**src/sv/ksct_pkg.sv**
```systemverilog
// Package for the keyed stock count table: field widths, codes and item types.
// Used by every module of the block; depends on nothing.
package ksct_pkg;

    localparam int MODE_W        = 2;
    localparam int KEY_FIELD_W   = 64;
    localparam int QTY_W         = 24;
    localparam int STATUS_W      = 3;
    localparam int AISLE_W       = 2;
    localparam int SHELF_W       = 4;
    localparam int COUNT_FIELD_W = 24;

    localparam logic [MODE_W-1:0] MODE_STOCK    = 2'd0;
    localparam logic [MODE_W-1:0] MODE_WITHDRAW = 2'd1;
    localparam logic [MODE_W-1:0] MODE_LIST     = 2'd2;

    localparam logic [STATUS_W-1:0] ST_OK       = 3'd0;
    localparam logic [STATUS_W-1:0] ST_BADQ     = 3'd1;
    localparam logic [STATUS_W-1:0] ST_NOTFOUND = 3'd2;
    localparam logic [STATUS_W-1:0] ST_EMPTY    = 3'd3;
    localparam logic [STATUS_W-1:0] ST_INSUFF   = 3'd4;
    localparam logic [STATUS_W-1:0] ST_FULL     = 3'd5;
    localparam logic [STATUS_W-1:0] ST_OVER     = 3'd6;
    localparam logic [STATUS_W-1:0] ST_NONE     = 3'd7;

    // Operation handed from the front to the back.
    typedef enum logic [2:0] {
        OP_STOCK    = 3'd0,
        OP_WITHDRAW = 3'd1,
        OP_LIST     = 3'd2,
        OP_BADQ     = 3'd3,
        OP_NOKEY    = 3'd4
    } op_t;

    typedef struct packed {
        logic [MODE_W-1:0]      mode;
        logic [KEY_FIELD_W-1:0] product_key;
        logic [QTY_W-1:0]       quantity;
    } cmd_item_t;

    typedef struct packed {
        logic [STATUS_W-1:0]      status;
        logic [AISLE_W-1:0]       aisle;
        logic [SHELF_W-1:0]       shelf;
        logic [KEY_FIELD_W-1:0]   entry_key;
        logic [COUNT_FIELD_W-1:0] entry_count;
        logic                     last;
    } rsp_item_t;

    typedef struct packed {
        op_t                    op;
        logic [KEY_FIELD_W-1:0] key;
        logic [QTY_W-1:0]       qty;
    } queue_entry_t;

    typedef struct packed {
        logic         valid;
        queue_entry_t entry;
    } queue_head_t;

endpackage

```
**src/sv/ksct_front.sv**
```systemverilog
// Front end: takes request items, masks the key and sorts them into operations.
// Depends on ksct_pkg.
module ksct_front #(
    parameter int KEY_BITS = 64
) (
    input  logic                   cmd_valid,
    input  ksct_pkg::cmd_item_t    cmd,
    output logic                   cmd_stall,
    input  logic                   queue_full,
    output logic                   push,
    output ksct_pkg::queue_entry_t push_entry
);

    localparam logic [ksct_pkg::KEY_FIELD_W-1:0] KEY_MASK =
        ksct_pkg::KEY_FIELD_W'({KEY_BITS{1'b1}});

    logic [ksct_pkg::KEY_FIELD_W-1:0] key_m;
    logic                             known;

    assign key_m     = cmd.product_key & KEY_MASK;
    assign cmd_stall = queue_full;

    always_comb
    begin
        known          = 1'b1;
        push_entry.key = key_m;
        push_entry.qty = cmd.quantity;
        push_entry.op  = ksct_pkg::OP_LIST;
        unique case (cmd.mode)
            ksct_pkg::MODE_STOCK:
            begin
                if (cmd.quantity == '0)
                    push_entry.op = ksct_pkg::OP_BADQ;
                else if (key_m == '0)
                    push_entry.op = ksct_pkg::OP_NOKEY;
                else
                    push_entry.op = ksct_pkg::OP_STOCK;
            end
            ksct_pkg::MODE_WITHDRAW:
            begin
                // a zero key never matches a stored slot
                if (key_m == '0)
                    push_entry.op = ksct_pkg::OP_NOKEY;
                else
                    push_entry.op = ksct_pkg::OP_WITHDRAW;
            end
            ksct_pkg::MODE_LIST:
                push_entry.op = ksct_pkg::OP_LIST;
            default:
                known = 1'b0;   // unused mode: taken and dropped
        endcase
    end

    assign push = cmd_valid && !queue_full && known;

endmodule

```
**config.mk**
```make
export PLATFORM = sky130hd
export DESIGN_NAME = ksct_front
export DESIGN_NICKNAME = d
export VERILOG_FILES = /design/src/sv/ksct_pkg.sv /design/src/sv/ksct_front.sv
export SDC_FILE = /design/constraint.sdc
export NUM_CORES = 1
export LEC_CHECK = 0
export ABC_AREA = 1
export BUFFER_PORTS_ARGS = -buffer_cell sky130_fd_sc_hd__buf_2
export CORE_AREA = 3 3 71 73
export DETAILED_ROUTE_END_ITERATION = 7
export DIE_AREA = 0 0 74 76
export MAX_ROUTING_LAYER = met4
export PLACE_DENSITY = 0.71
export SYNTH_ARGS = -nofsm -noshare
export SYNTH_HDL_FRONTEND = slang
export SYNTH_SLANG_ARGS = --single-unit
```
**constraint.sdc**
```tcl
create_clock -name vclk -period 0.9
set_input_delay 0.045 -clock vclk [all_inputs]
set_output_delay 0.045 -clock vclk [all_outputs]
set_load 0.02 [all_outputs]
```
* After elaboration in Yosys (flattened, before gate mapping) *
Cells that the tools add are included.
Widths: inputs -> output; s select.

word-level totals
  bits of input ports = 92
  register bits after elaboration = 0

operators by class
  reductions and logical operators = 7
  eq/ne operators = 2
  mux-type cells = 5

operators with widths
  kind                count
  $logic_not 64->1    1
  $logic_not 24->1    1
  $mux 3              3
  $pmux 3 s2          1
  $reduce_or 3->1     1
  $eq 2x1->1 const B  1
  $eq 2x2->1 const B  1
  $logic_and 1x1->1   2
  $logic_not 2->1     1
  $logic_not 1->1     1
  $mux 1              1

* Depth between registers and ports, before layout *
  word-level depth = 4
  depth in mapped cells = 8

* Worst setup path after synthesis *
Ideal clock, no wire load.

  kind = input to output
  start = input cmd[20] (netlist name)
  end = output push_entry[90] (netlist name)
  stages on the path = 5
  data arrival time = 777 ps
  slack = 78 ps
  buffers on the path = 0
  required time = 855 ps
  cells stage by stage = or3_4 nor2_2 nand2_1 nand2_2 nor2_2

RTL lines
  element      line              text
  from (decl)  ksct_front.sv:7   input ksct_pkg::cmd_item_t cmd,
  to (decl)    ksct_front.sv:11  output ksct_pkg::queue_entry_t push_entry

==> out/results.txt <==
status -> finished with violations
violated checks -> negative setup slack
final worst-path cycle share -> 108%
CP delay by family, top -> simple AND/OR/NAND/NOR gates
FF+latch area -> 0 um2
gr usage total -> 9.98%
Mean Syn Cell Area -> 5.79 um2
CP peak stage delay -> 0.38 ns
Synth cell types -> 11
setup_tns -> -0.153 ns
post-route ant nets -> 0
CP max-delay cell -> or3_4
Hold Vio Cnt, Final -> 0
top cell type's share of synthesized area -> 64.1%
hold path startpoint -> cmd[24]
vias per inst -> 3.88
initial antenna violation count -> 0
FMAX -> 1030 MHz
pre-CTS setup slack -> -0.179 ns
hold crit path type -> input pin to output pin
Critical Path AT -> 0.92 ns
Port Buffers -> 185
hold_ws -> 0.303 ns
CP Launch Type -> input pin
CP endpoint kind -> output pin
GP Congestion -> 0.693
Hold Path Sink -> push_entry[24]
Final #Nets -> 374
First DRT Iteration DRCs -> 16
number of global-route vias before repair -> 1,114
fin crit period -> 0.968 ns
via count -> 1,289
die width -> 74 um
Required @ worst endpoint -> 0.85 ns
Setup Viol. Count Final -> 3
Ports -> 185
Seq/Total Area, Yosys -> 0%
post-synthesis net count -> 272
total gr overflow -> 0
Seq cells -> 0
std cell rows -> 24
Setup Buffers After CTS -> 0
maxcap violations -> 0
Pre-Repair DR Iteration Count -> 3
Cell Pwr Density -> 563 mW/mm2
Antenna diodes -> 0
Inst Count DP -> 332
static leakage -> 0.941 nW
maximum VDD drop -> 0.233 mV
Finished Layout Cells -> 332
Post-synth top cells -> 89 x buf_4, 55 x nor2_1, 24 x nand2_1
DRC viols -> 0
Slew @ Worst Pin -> 0.193 ns
critical path depth -> 7
cell with the most instances after synthesis -> buf_4
Area Overhead vs Synth -> 56.2%
headroom to the max-slew limit -> 87.0%
Cell Area, Synth -> 0.00104 mm2
largest net degree at the start of global routing -> 4
hold path cells -> 2
hold buffer count at cts -> 0
Initial Utilization -> 23.6%
critical path class -> input pin to output pin
crit-path max FO -> 2
# clk buffers -> 0
Synth Instances -> 180
fraction of layout cells with a size suffix above 1 -> 80.0%
post-synth top area cell -> buf_4
dpl hpwl -> 3.15 mm
final wirelength -> 3.52 mm
Core Area -> 0.00441 mm2
yosys warns -> 0
CP bufs+invs -> 2
Final Max Tran Viols -> 0
# fillers -> 470
crit path setup slack, layout -> -0.0681 ns
CP Cell Sequence -> buf_6, or3_4, nor2_4, nand2_2, nand2_2, nor2_2, buf_6
synth top area cells -> buf_4 64%, nor2_1 20%, nand2_1 8.6%
DIE AREA -> 0.00562 mm2
RSZ-0062 raised after global routing -> yes
die height -> 76 um
Routed WL per cell -> 10.6 um
global-route wire length before repair -> 4.66 mm
cell type report:
cell class         count  area, um2  area share [%]
repair buffers       189       1090            67.0
well taps             52       65.1            4.00
inverters              2       7.51           0.461
multi-input cells     89        464            28.5
repair_timing:
action,in CTS,in global routing
pin swaps,12,37
setup endpoints to repair,3,3
resized for setup,15,44
hold endpoints to repair,0,0
worst max-delay path by stage:
stage,startpoint,to,slack (ns)
finish,cmd[20],push_entry[90],-0.07
global route,cmd[81],push_entry[88],-0.17
CTS,cmd[60],push_entry[88],-0.15
detailed placement,cmd[63],push_entry[90],-0.18
global placement,cmd[63],push_entry[90],-0.19
floorplan,cmd[20],push_entry[90],0.08
layout by cell type, fill, tap and decap left out:
master / instances
or3_4: 1
inv_1: 2
nand3_1: 2
buf_6: 20
buf_4: 4
nor2_1: 32
buf_8: 1
nand2_2: 7
nand2_1: 18
o21ai_0: 1
nor2_2: 21
buf_2: 164
nor2_4: 5
nand4_1: 1
nand4_2: 1
per-layer routing:
layer,share of wire (%),up-vias,track usage (%)
met5,0,-,-
met4,0,0,0.181
met3,13,0,1.06
met2,56,97,21.5
met1,31,533,9.30
li1,-,659,-
report_power, final:
part	internal, W	total (W)	switching, W
registers	0	0	0
clock network	0	0	0
logic	0.000396	0.000917	0.000520
metrics by stage:
| step | cell area (um2) | utilization (%) | power (W) |
|---|---|---|---|
| finish | 1630 | 36.9 | 0.000917 |
| global route | 1630 | 36.9 | 0.000982 |
| CTS | 1450 | 32.9 | 0.000850 |
| detailed placement | 1400 | 31.6 | 0.000829 |
| global placement | 1400 | 31.6 | 0.000825 |
| floorplan | 1040 | - | 0.000654 |
kinds of logic (layout without fill, tap and decap cells):
logic type,after synthesis,after routing,synth area share [%]
compound gates,1,1,0.480
buf+inv,91,191,64.8
simple gates,88,88,34.7
(Power assumes the default switching activity.)
