[src/sv/ksct_pkg.sv]
// Package for the keyed stock count table: field widths, codes and item types.
// Used by every module of the block; depends on nothing.
package ksct_pkg;

    localparam int MODE_W        = 2;
    localparam int KEY_FIELD_W   = 64;
    localparam int QTY_W         = 24;
    localparam int STATUS_W      = 3;
    localparam int AISLE_W       = 2;
    localparam int SHELF_W       = 4;
    localparam int COUNT_FIELD_W = 24;

    localparam logic [MODE_W-1:0] MODE_STOCK    = 2'd0;
    localparam logic [MODE_W-1:0] MODE_WITHDRAW = 2'd1;
    localparam logic [MODE_W-1:0] MODE_LIST     = 2'd2;

    localparam logic [STATUS_W-1:0] ST_OK       = 3'd0;
    localparam logic [STATUS_W-1:0] ST_BADQ     = 3'd1;
    localparam logic [STATUS_W-1:0] ST_NOTFOUND = 3'd2;
    localparam logic [STATUS_W-1:0] ST_EMPTY    = 3'd3;
    localparam logic [STATUS_W-1:0] ST_INSUFF   = 3'd4;
    localparam logic [STATUS_W-1:0] ST_FULL     = 3'd5;
    localparam logic [STATUS_W-1:0] ST_OVER     = 3'd6;
    localparam logic [STATUS_W-1:0] ST_NONE     = 3'd7;

    // Operation handed from the front to the back.
    typedef enum logic [2:0] {
        OP_STOCK    = 3'd0,
        OP_WITHDRAW = 3'd1,
        OP_LIST     = 3'd2,
        OP_BADQ     = 3'd3,
        OP_NOKEY    = 3'd4
    } op_t;

    typedef struct packed {
        logic [MODE_W-1:0]      mode;
        logic [KEY_FIELD_W-1:0] product_key;
        logic [QTY_W-1:0]       quantity;
    } cmd_item_t;

    typedef struct packed {
        logic [STATUS_W-1:0]      status;
        logic [AISLE_W-1:0]       aisle;
        logic [SHELF_W-1:0]       shelf;
        logic [KEY_FIELD_W-1:0]   entry_key;
        logic [COUNT_FIELD_W-1:0] entry_count;
        logic                     last;
    } rsp_item_t;

    typedef struct packed {
        op_t                    op;
        logic [KEY_FIELD_W-1:0] key;
        logic [QTY_W-1:0]       qty;
    } queue_entry_t;

    typedef struct packed {
        logic         valid;
        queue_entry_t entry;
    } queue_head_t;

endpackage

[src/sv/ksct_cmd_fifo.sv]
// Two-entry operation queue between the front end and the table engine.
// Depends on ksct_pkg.
module ksct_cmd_fifo (
    input  logic                   clk,
    input  logic                   rst_n,
    input  logic                   push,
    input  ksct_pkg::queue_entry_t push_entry,
    output logic                   full,
    input  logic                   pop,
    output ksct_pkg::queue_head_t  head
);

    ksct_pkg::queue_entry_t slot_reg [2];
    logic [1:0]             count_reg, count_next;
    logic                   wr_ptr_reg, wr_ptr_next;
    logic                   rd_ptr_reg, rd_ptr_next;
    logic                   do_pop;

    assign full       = (count_reg == 2'd2);
    assign head.valid = (count_reg != 2'd0);
    assign head.entry = slot_reg[rd_ptr_reg];
    assign do_pop     = pop && head.valid;

    always_comb
    begin
        wr_ptr_next = wr_ptr_reg ^ push;
        rd_ptr_next = rd_ptr_reg ^ do_pop;
        count_next  = count_reg + 2'(push) - 2'(do_pop);
    end

    always_ff @(posedge clk or negedge rst_n)
    begin
        if (!rst_n)
        begin
            count_reg  <= 2'd0;
            wr_ptr_reg <= 1'b0;
            rd_ptr_reg <= 1'b0;
        end
        else
        begin
            count_reg  <= count_next;
            wr_ptr_reg <= wr_ptr_next;
            rd_ptr_reg <= rd_ptr_next;
        end
    end

    always_ff @(posedge clk)
    begin
        if (push)
            slot_reg[wr_ptr_reg] <= push_entry;
    end

endmodule

[config.mk]
export PLATFORM = sky130hd
export DESIGN_NAME = ksct_cmd_fifo
export DESIGN_NICKNAME = d
export VERILOG_FILES = /design/src/sv/ksct_pkg.sv /design/src/sv/ksct_cmd_fifo.sv
export SDC_FILE = /design/constraint.sdc
export NUM_CORES = 1
export LEC_CHECK = 0
export ABC_AREA = 1
export ABC_CLOCK_PERIOD_IN_PS = 9400
export BUFFER_PORTS_ARGS = -buffer_cell sky130_fd_sc_hd__buf_4
export CELL_PAD_IN_SITES_DETAIL_PLACEMENT = 1
export CELL_PAD_IN_SITES_GLOBAL_PLACEMENT = 1
export CORE_AREA = 2 2 135 137
export CTS_BUF_LIST = sky130_fd_sc_hd__clkbuf_2 sky130_fd_sc_hd__clkbuf_4 sky130_fd_sc_hd__clkbuf_8
export DETAILED_ROUTE_END_ITERATION = 16
export DIE_AREA = 0 0 137 139
export HOLD_SLACK_MARGIN = 0.06
export PLACE_DENSITY_LB_ADDON = 0.08
export SLEW_MARGIN = 20
export SYNTH_ARGS = -nofsm -noshare
export SYNTH_HDL_FRONTEND = slang
export SYNTH_SLANG_ARGS = --single-unit
[constraint.sdc]
create_clock -name clk -period 9.4 [get_ports clk]
set_input_delay 1.41 -clock clk [delete_from_list [all_inputs] [get_ports clk]]
set_output_delay 1.41 -clock clk [all_outputs]
set_load 0.05 [all_outputs]
=== Yosys cells after proc, flatten, opt, wreduce, memory -nomap -nowiden ===
Memories as Yosys holds them, arrays and structs flattened.
Cells that the tools add are included.

* Flip-flop bits (word level): 4
* Latch bits: 0
* Memory bits (writable): 182
* Bits in read-only memories: 0
* Bits of input ports: 95
* Output and inout port bits: 93
* Logic and storage cells: 13
* Memories: 1

{| class="wikitable"
|+ Memory list
! memory !! words !! bits a word !! rd ports !! clocked after Yosys merged registers in !! write ports !! line !! text
|-
| slot_reg || 2 || 91 || 1 || 0 || 1 || ksct_cmd_fifo.sv:13 || <nowiki>ksct_pkg::queue_entry_t slot_reg [2];</nowiki>
|}

* $add $sub $neg: 2
* Multipliers: 0
* Div/mod/pow operators: 0
* Order comparisons: 0
* Equal/unequal tests: 1
* Shifts and indexed selects: 0
* Mux-type cells: 2
* Bitwise gates (word level): 2
* Reduce and logical (&&, ||, !) cells: 2

{| class="wikitable"
|+ Operators by type and width
! kind !! number
|-
| adder 2 x 1 -> 2 bit || 1
|-
| equality test 2 bit, second input constant || 1
|-
| two-way mux 1 bit || 2
|-
| nonzero test 2 bit || 1
|-
| subtractor 2 x 1 -> 2 bit || 1
|-
| bitwise XOR 1 bit || 2
|-
| logical AND 1 bit || 1
|}

=== Depth between registers and ports, before layout ===
Gate-level depths: netlist (run 1).

* Depth in word-level cells: 3
* Mapped depth: 10
* Gate-level depth less buffers: 10

=== Least setup slack after synthesis (run 1) ===
Ideal clock, no wire load.

* Path type: in2reg
* Start: in push
* End: mem slot_reg[0][0] (netlist bit), enable pin
* Setup time: 460 ps
* Data arrival time: 3574 ps
* Required time: 8940 ps
* Slack: 5366 ps
* Stages: 1
* Buffers on the path: 0
* Cells stage by stage: ha_1

* Word-level cells in the longest chain between the ends: 2

{| class="wikitable"
|+ Ends and longest elaborated chain
! item !! line !! text
|-
| start, declared || ksct_cmd_fifo.sv:6 || <nowiki>input logic push,</nowiki>
|-
| two-way mux 1 bit || ksct_cmd_fifo.sv:49 || <nowiki>if (push)</nowiki>
|-
| two-way mux 1 bit (implied by the code) || ksct_cmd_fifo.sv:50 || <nowiki>slot_reg[wr_ptr_reg] <= push_entry;</nowiki>
|-
| end, declared || ksct_cmd_fifo.sv:13 ||
|}

No other way between the ends.

==> results of run 1 <==
-- layout make-up --
type | count | area (µm²) | area share, %
Sequential cell | 186 | 5570 | 62.4
Timing Repair Buffer | 191 | 1430 | 16.1
Multi-Input combinational cell | 289 | 1150 | 12.9
Tap cell | 229 | 287 | 3.21
Clock buffer | 20 | 256 | 2.87
Clock inverter | 12 | 195 | 2.19
Inverter | 9 | 33.8 | 0.379
-- Yosys cell counts --
| master | instances |
|---|---|
| buf_4 | 2 |
| buf_2 | 2 |
| inv_1 | 8 |
| nand2_1 | 282 |
| nor2_1 | 1 |
| buf_6 | 16 |
| nand3_1 | 2 |
| dfrtp_1 | 4 |
| edfxtp_1 | 182 |
| ha_1 | 4 |
| inv_2 | 1 |
-- per-layer routing --
| layer | global-route usage (%) | vias up | wire [µm] |
|---|---|---|---|
| met3 | 4.86 | 17 | 1040 |
| met5 | 0 | - | 0 |
| li1 | - | 2064 | - |
| met1 | 21.5 | 2105 | 6620 |
| met2 | 28.2 | 129 | 7950 |
| met4 | 5.97 | 0 | 310 |
-- worst paths after layout --
check,slack (ns),to,startpoint
max,5.51,head[72],rd_ptr_reg
min,0.60,count_reg[1],count_reg[1]
max reg2reg,7.25,slot_reg[0][30],wr_ptr_reg
min reg2reg,0.60,count_reg[1],count_reg[1]
max in group asynchronous,8.52,rd_ptr_reg,rst_n
min in group asynchronous,0.76,rd_ptr_reg,rst_n
-- stage by stage --
stage / cells / setup slack (ns)
4_1_cts: 936 / 5.39
5_1_grt: 936 / 5.21
2_1_floorplan: 504 / 5.37
3_5_place_dp: 904 / 5.87
6_report: 936 / 5.51
3_3_place_gp: 904 / 5.95
-- worst reg2reg max path, delay by kind of cell (launching register included) --
kind | cells | cell delay [ns]
adder cells (fa/ha/maj) | 1 | 0.43
flip-flops | 1 | 0.41
buffers and inverters | 2 | 0.87
-- cell families after synthesis --
family | share of synthesized area (%)
buf+inv | 3.45
simple gates | 15.5
flops | 80.3
fa+ha+maj | 0.723
-- power groups by stage --
stage	Combinational (mW)	Clock (mW)	Sequential, mW
global route	1.68	0.646	1.16
floorplan	1.14	0	1.16
detailed placement	1.60	0	1.16
global placement	1.59	0	1.15
finish	1.57	0.601	1.14
CTS	1.61	0.616	1.14
==> results.json, run 1 <==
{
  "status": "completed",
  "tightest_slew_ns": 1.05,
  "syn_area_mm2": 0.00693,
  "synth_top_area_share_pct": 78.9,
  "pwr-share-comb_pct": 47.4,
  "die_w_um": 137,
  "placed_cell_area_mm2": 0.00847,
  "layout_min_cycle_time_ns": 3.89,
  "pwr-share-seq_pct": 34.5,
  "antenna_found_initial": 0,
  "cap_violations": 0,
  "clkSinkCount": 186,
  "area.growth.synth_to_final_pct": 28.8,
  "gp_congestion": 0.718,
  "yosysTopAreaCell": "edfxtp_1",
  "p_int_mw": 1.82,
  "start_util_pct": 39.2,
  "fin_worst_skew_ns": 0.00831,
  "relSlewSlack_pct": 30.0,
  "row_count": 49,
  "drv_slew": 0,
  "num-fill-cells": 1836,
  "cts_tree": "done",
  "crit_arrival_ns": 2.48,
  "syn_area_per_cell_um2": 13.7,
  "hold_path_depth": 3,
  "grt_max_degree": 93,
  "rsz0062_at_grt": "false",
  "core_mm2": 0.0177,
  "first_pass_iters": 4,
  "final_common_cell": "nand2_1",
  "ys.warnings.count": 0,
  "post_cts_buffers": 0,
  "post_drt_wl_per_cell_um": 17.0,
  "htree_levels": 4,
  "path_max_fanout": 63,
  "crit_path_cell_trace": "inv_2 -> buf_4 -> nand2_1 -> nand2_1 -> buf_4",
  "fp.dieH_um": 139,
  "p_leak_nw": 3.82,
  "clock_path_buffers": 2,
  "whs_ns": 0.595,
  "largest_reg_flops": 182,
  "critPathSlowestCell": "buf_4",
  "drive_above_1_share_pct": 32.0,
  "diodes": 0,
  "setup_violations": 0,
  "min_period_over_period_pct": 41.4,
  "drt_iter0_drc": 156,
  "swShare_pct": 45.2,
  "worst-path-buf-inv": 3,
  "nNetsFinal": 793,
  "total_power_mw": 3.32,
  "cts-resized-gates": 0,
  "cp.depth": 5,
  "final_core_util_pct": 50.5,
  "synthCells": 504,
  "pin_count": 188,
  "peakVddDrop_uv": 170,
  "ant_nets": 0,
  "p_switching_mw": 1.50,
  "die-area_mm2": 0.0190,
  "worstSetupStartpointType": "flop",
  "seq_area_frac_synth_pct": 80.3,
  "grt_pass1_wl_um": 24400,
  "rr_worst_depth": 3,
  "numCtsBuffers": 17,
  "insertion_delay_ns": 0.44,
  "fin_setup_tns_ns": 0,
  "final_cell_mix": "nand2_1 (282), buf_4 (191), edfxtp_1 (182)",
  "synth.distinct_cells": 11,
  "synthTopCellsByArea": "edfxtp_1 (79%), nand2_1 (15%), buf_6 (2.6%)",
  "final_area_mm2": 0.00892,
  "viasPerCell": 4.61,
  "track_usage_pct": 17.1,
  "hold_path_class": "flop to flop",
  "cp_top_family": "buffers and inverters",
  "syn_nets": 603,
  "clockRootBuffer": "clkbuf_8",
  "slowest_delay_ns": 0.68,
  "wl_um": 15900,
  "p_clk_share_pct": 18.1,
  "power_density_mw_per_mm2": 372,
  "path_clk_slew_ns": 0.09,
  "vias": 4315,
  "fmax_ghz": 0.257,
  "cp-end-kind": "output port",
  "worst-endpoint-required_ns": 7.99,
  "buffer_ports.inserted": 187,
  "crit_type": "flop to output port",
  "hold_viol": 0,
  "cts_hold_buf": 0,
  "hpwlAfterDp_um": 10100,
  "first_global_vias": 4554,
  "overflow": 0,
  "drc_errors": 0,
  "ys_ff_latch": 186
}
Power figures use the tool's default switching activity.
==> run 2, diff against run 1 <==
--- a/config.mk
+++ b/config.mk
@@ -5,15 +5,15 @@
 export SDC_FILE = /design/constraint.sdc
 export NUM_CORES = 1
 export LEC_CHECK = 0
-export ABC_AREA = 1
-export ABC_CLOCK_PERIOD_IN_PS = 9400
+export ABC_AREA = 0
+export ABC_CLOCK_PERIOD_IN_PS = 3900
 export BUFFER_PORTS_ARGS = -buffer_cell sky130_fd_sc_hd__buf_4
 export CELL_PAD_IN_SITES_DETAIL_PLACEMENT = 1
 export CELL_PAD_IN_SITES_GLOBAL_PLACEMENT = 1
-export CORE_AREA = 2 2 135 137
+export CORE_AREA = 2 2 137 139
 export CTS_BUF_LIST = sky130_fd_sc_hd__clkbuf_2 sky130_fd_sc_hd__clkbuf_4 sky130_fd_sc_hd__clkbuf_8
 export DETAILED_ROUTE_END_ITERATION = 16
-export DIE_AREA = 0 0 137 139
+export DIE_AREA = 0 0 139 141
 export HOLD_SLACK_MARGIN = 0.06
 export PLACE_DENSITY_LB_ADDON = 0.08
 export SLEW_MARGIN = 20
==> constraint.sdc (replaced) <==
create_clock -name clk -period 3.9 [get_ports clk]
set_input_delay 0.585 -clock clk [delete_from_list [all_inputs] [get_ports clk]]
set_output_delay 0.585 -clock clk [all_outputs]
set_load 0.05 [all_outputs]
==> run 2 against run 1 <==
  * Worst setup slack lost 4.3 ns
  * Critical path depth shrank 2
  * Sequential power grew 140%
  * Largest cell class unchanged
==> results.json, run 2 <==
{
  "status": "completed",
  "overflow": 0,
  "min_period_over_period_pct": 68.5,
  "cts-resized-gates": 0,
  "wl_met3_um": 1080,
  "numCtsBuffers": 17,
  "ys.warnings.count": 0,
  "clock_path_buffers": 2,
  "place_ws_ns": 1.66,
  "worstSetupStartpointType": "flop",
  "cts_tree": "done",
  "hp-start": "push_entry[81]",
  "hold_path_class": "primary input to flop",
  "p_leak_nw": 3.62,
  "relSlewSlack_pct": 43.1,
  "antenna_found_initial": 1,
  "viasPerCell": 4.56,
  "rr_worst_depth": 3,
  "layout_min_cycle_time_ns": 2.67,
  "synthCells": 301,
  "syn_nets": 400,
  "highest_layer": "met4",
  "worstReg2RegEnd": "slot_reg[0][86]",
  "crit_type": "flop to output port",
  "grt_max_degree": 58,
  "worst-endpoint-required_ns": 3.31,
  "insertion_delay_ns": 0.45,
  "drv_slew": 0,
  "core_mm2": 0.0183,
  "ys_ff_latch": 186,
  "start_util_pct": 39.3,
  "syn_area_per_cell_um2": 23.8,
  "setup_ws_ns": 1.23,
  "pin_count": 188,
  "hold_viol": 0,
  "final_cell_mix": "buf_4 (192), edfxtp_1 (182), mux2_4 (80)",
  "fin_setup_tns_ns": 0,
  "synth_ff_type": "edfxtp_1",
  "nNetsFinal": 603,
  "yosysTopAreaCell": "edfxtp_1",
  "cap_violations": 0,
  "synth_compound_area_share_pct": 0.105,
  "synth-xor-area-share_pct": 0.366,
  "seq_area_frac_synth_pct": 77.5,
  "hold_end": "slot_reg[0][81]",
  "power_density_mw_per_mm2": 817,
  "ant_nets": 0,
  "fmax_ghz": 0.374,
  "worstSetupStartpoint": "rd_ptr_reg",
  "rsz0062_at_grt": "false",
  "hold_path_depth": 1,
  "wl_met2_um": 6810,
  "buffer_ports.inserted": 187,
  "syn_area_mm2": 0.00718,
  "setup_violations": 0,
  "vias": 3429,
  "final_common_cell": "buf_4",
  "first_pass_iters": 4,
  "gp_congestion": 0.721,
  "synthAdderAreaFrac_pct": 0.697,
  "synthTopCellsByArea": "edfxtp_1 (76%), mux2_4 (17%), buf_12 (2.2%)",
  "drt_iter0_drc": 189,
  "num-fill-cells": 1735,
  "synthMuxAreaShare_pct": 18.5,
  "ys_async_sr_fraction_pct": 2.15,
  "peakVddDrop_uv": 636,
  "drive_above_1_share_pct": 61.5,
  "largest_reg_flops": 182,
  "synth_common_cells": "edfxtp_1 (182), mux2_4 (80), mux2_2 (11), buf_12 (8)",
  "yosysMostFrequentCell": "edfxtp_1",
  "fin_worst_skew_ns": 0.0162,
  "area.growth.synth_to_final_pct": 27.3,
  "die-area_mm2": 0.0196,
  "crit_arrival_ns": 2.09,
  "final_core_util_pct": 50.0,
  "die_w_um": 139,
  "clockRootBuffer": "clkbuf_8",
  "wl_um": 13600,
  "synth_top_area_share_pct": 76.1,
  "cp-end-kind": "output port",
  "clkSinkCount": 186,
  "yosys.area_share.simple_pct": 0.174,
  "synth.distinct_cells": 14,
  "synth_top_family_by_area": "multiplexers",
  "row_count": 50,
  "synth-edff-count": 182,
  "htree_levels": 4,
  "fp.dieH_um": 141,
  "drc_errors": 0,
  "rr_startpoint": "wr_ptr_reg",
  "first_global_vias": 3799,
  "path_clk_slew_ns": 0.09,
  "post_drt_wl_per_cell_um": 18.0,
  "grt_pass1_wl_um": 20800,
  "path_max_fanout": 57,
  "hpwlAfterDp_um": 9040,
  "tightest_slew_ns": 0.854,
  "track_usage_pct": 14.1,
  "rrSetupSlack_ns": 1.90,
  "routedLengthMet1_um": 5540
}
[run 2: logic make-up after synthesis]
kind of cell | after synthesis
AOI/OAI and AO/OA | 1
muxes | 91
buffers and inverters | 14
adders and majority gates | 4
DFF | 186
xor gates and xnor gates | 3
and+or+nand+nor | 2
[run 2: metrics by stage]
stage	std cells	hold WS (ns)	cell area (µm²)	power, mW
after floorplan	301	0.289	7180	5.66
after detailed placement	718	0.389	8780	6.46
after global routing	751	0.267	9130	7.80
after global placement	718	0.385	8780	6.42
after CTS	751	0.271	9130	7.59
final	752	0.311	9140	7.47
[run 2: where the power goes]
group / total (mW) / internal, mW / switching, mW
sequential: 2.79 / 2.66 / 0.136
clock: 1.12 / 0.465 / 0.652
combinational: 3.56 / 1.30 / 2.26
[run 2: how the worst max path moves through the flow]
| stage | slack, ns | depth (start not counted) | end |
|---|---|---|---|
| 2_1_floorplan | 0.69 | 1 | slot_reg[0][0] |
| 3_5_place_dp | 1.66 | 3 | slot_reg[1][50] |
| 3_3_place_gp | 1.68 | 3 | slot_reg[1][42] |
| 4_1_cts | 1.17 | 3 | head[89] |
| 5_1_grt | 1.11 | 3 | head[89] |
| 6_report | 1.23 | 3 | head[18] |
[run 2: metal layers]
metal  vias to the layer above  global-route usage [%]
met4                         0                    4.31
met2                       119                    23.2
met5                         -                       0
li1                       1587                       -
met1                      1713                    17.0
met3                        10                    5.88
[run 2: what timing repair did]
action                                 4_1_cts  5_1_grt
endpoints found under the hold margin        4        0
hold buffers                                 1        0
buffers inserted                             0        0
[run 2: layout make-up]
| class | count | area [µm²] | area share (%) |
|---|---|---|---|
| Clock inverter | 11 | 73.8 | 0.808 |
| Sequential cell | 186 | 5570 | 61.0 |
| Antenna cell | 1 | 2.50 | 0.0274 |
| Multi-Input combinational cell | 101 | 1450 | 15.8 |
| Inverter | 4 | 15.0 | 0.164 |
| Clock buffer | 21 | 264 | 2.89 |
| Timing Repair Buffer | 194 | 1470 | 16.1 |
| Tap cell | 234 | 293 | 3.21 |
[run 2: critical path, stage by stage, from the launching register on]
cell and delay [ns]:
dfrtp_4 0.61, buf_12 0.41, mux2_4 0.35, buf_4 0.19
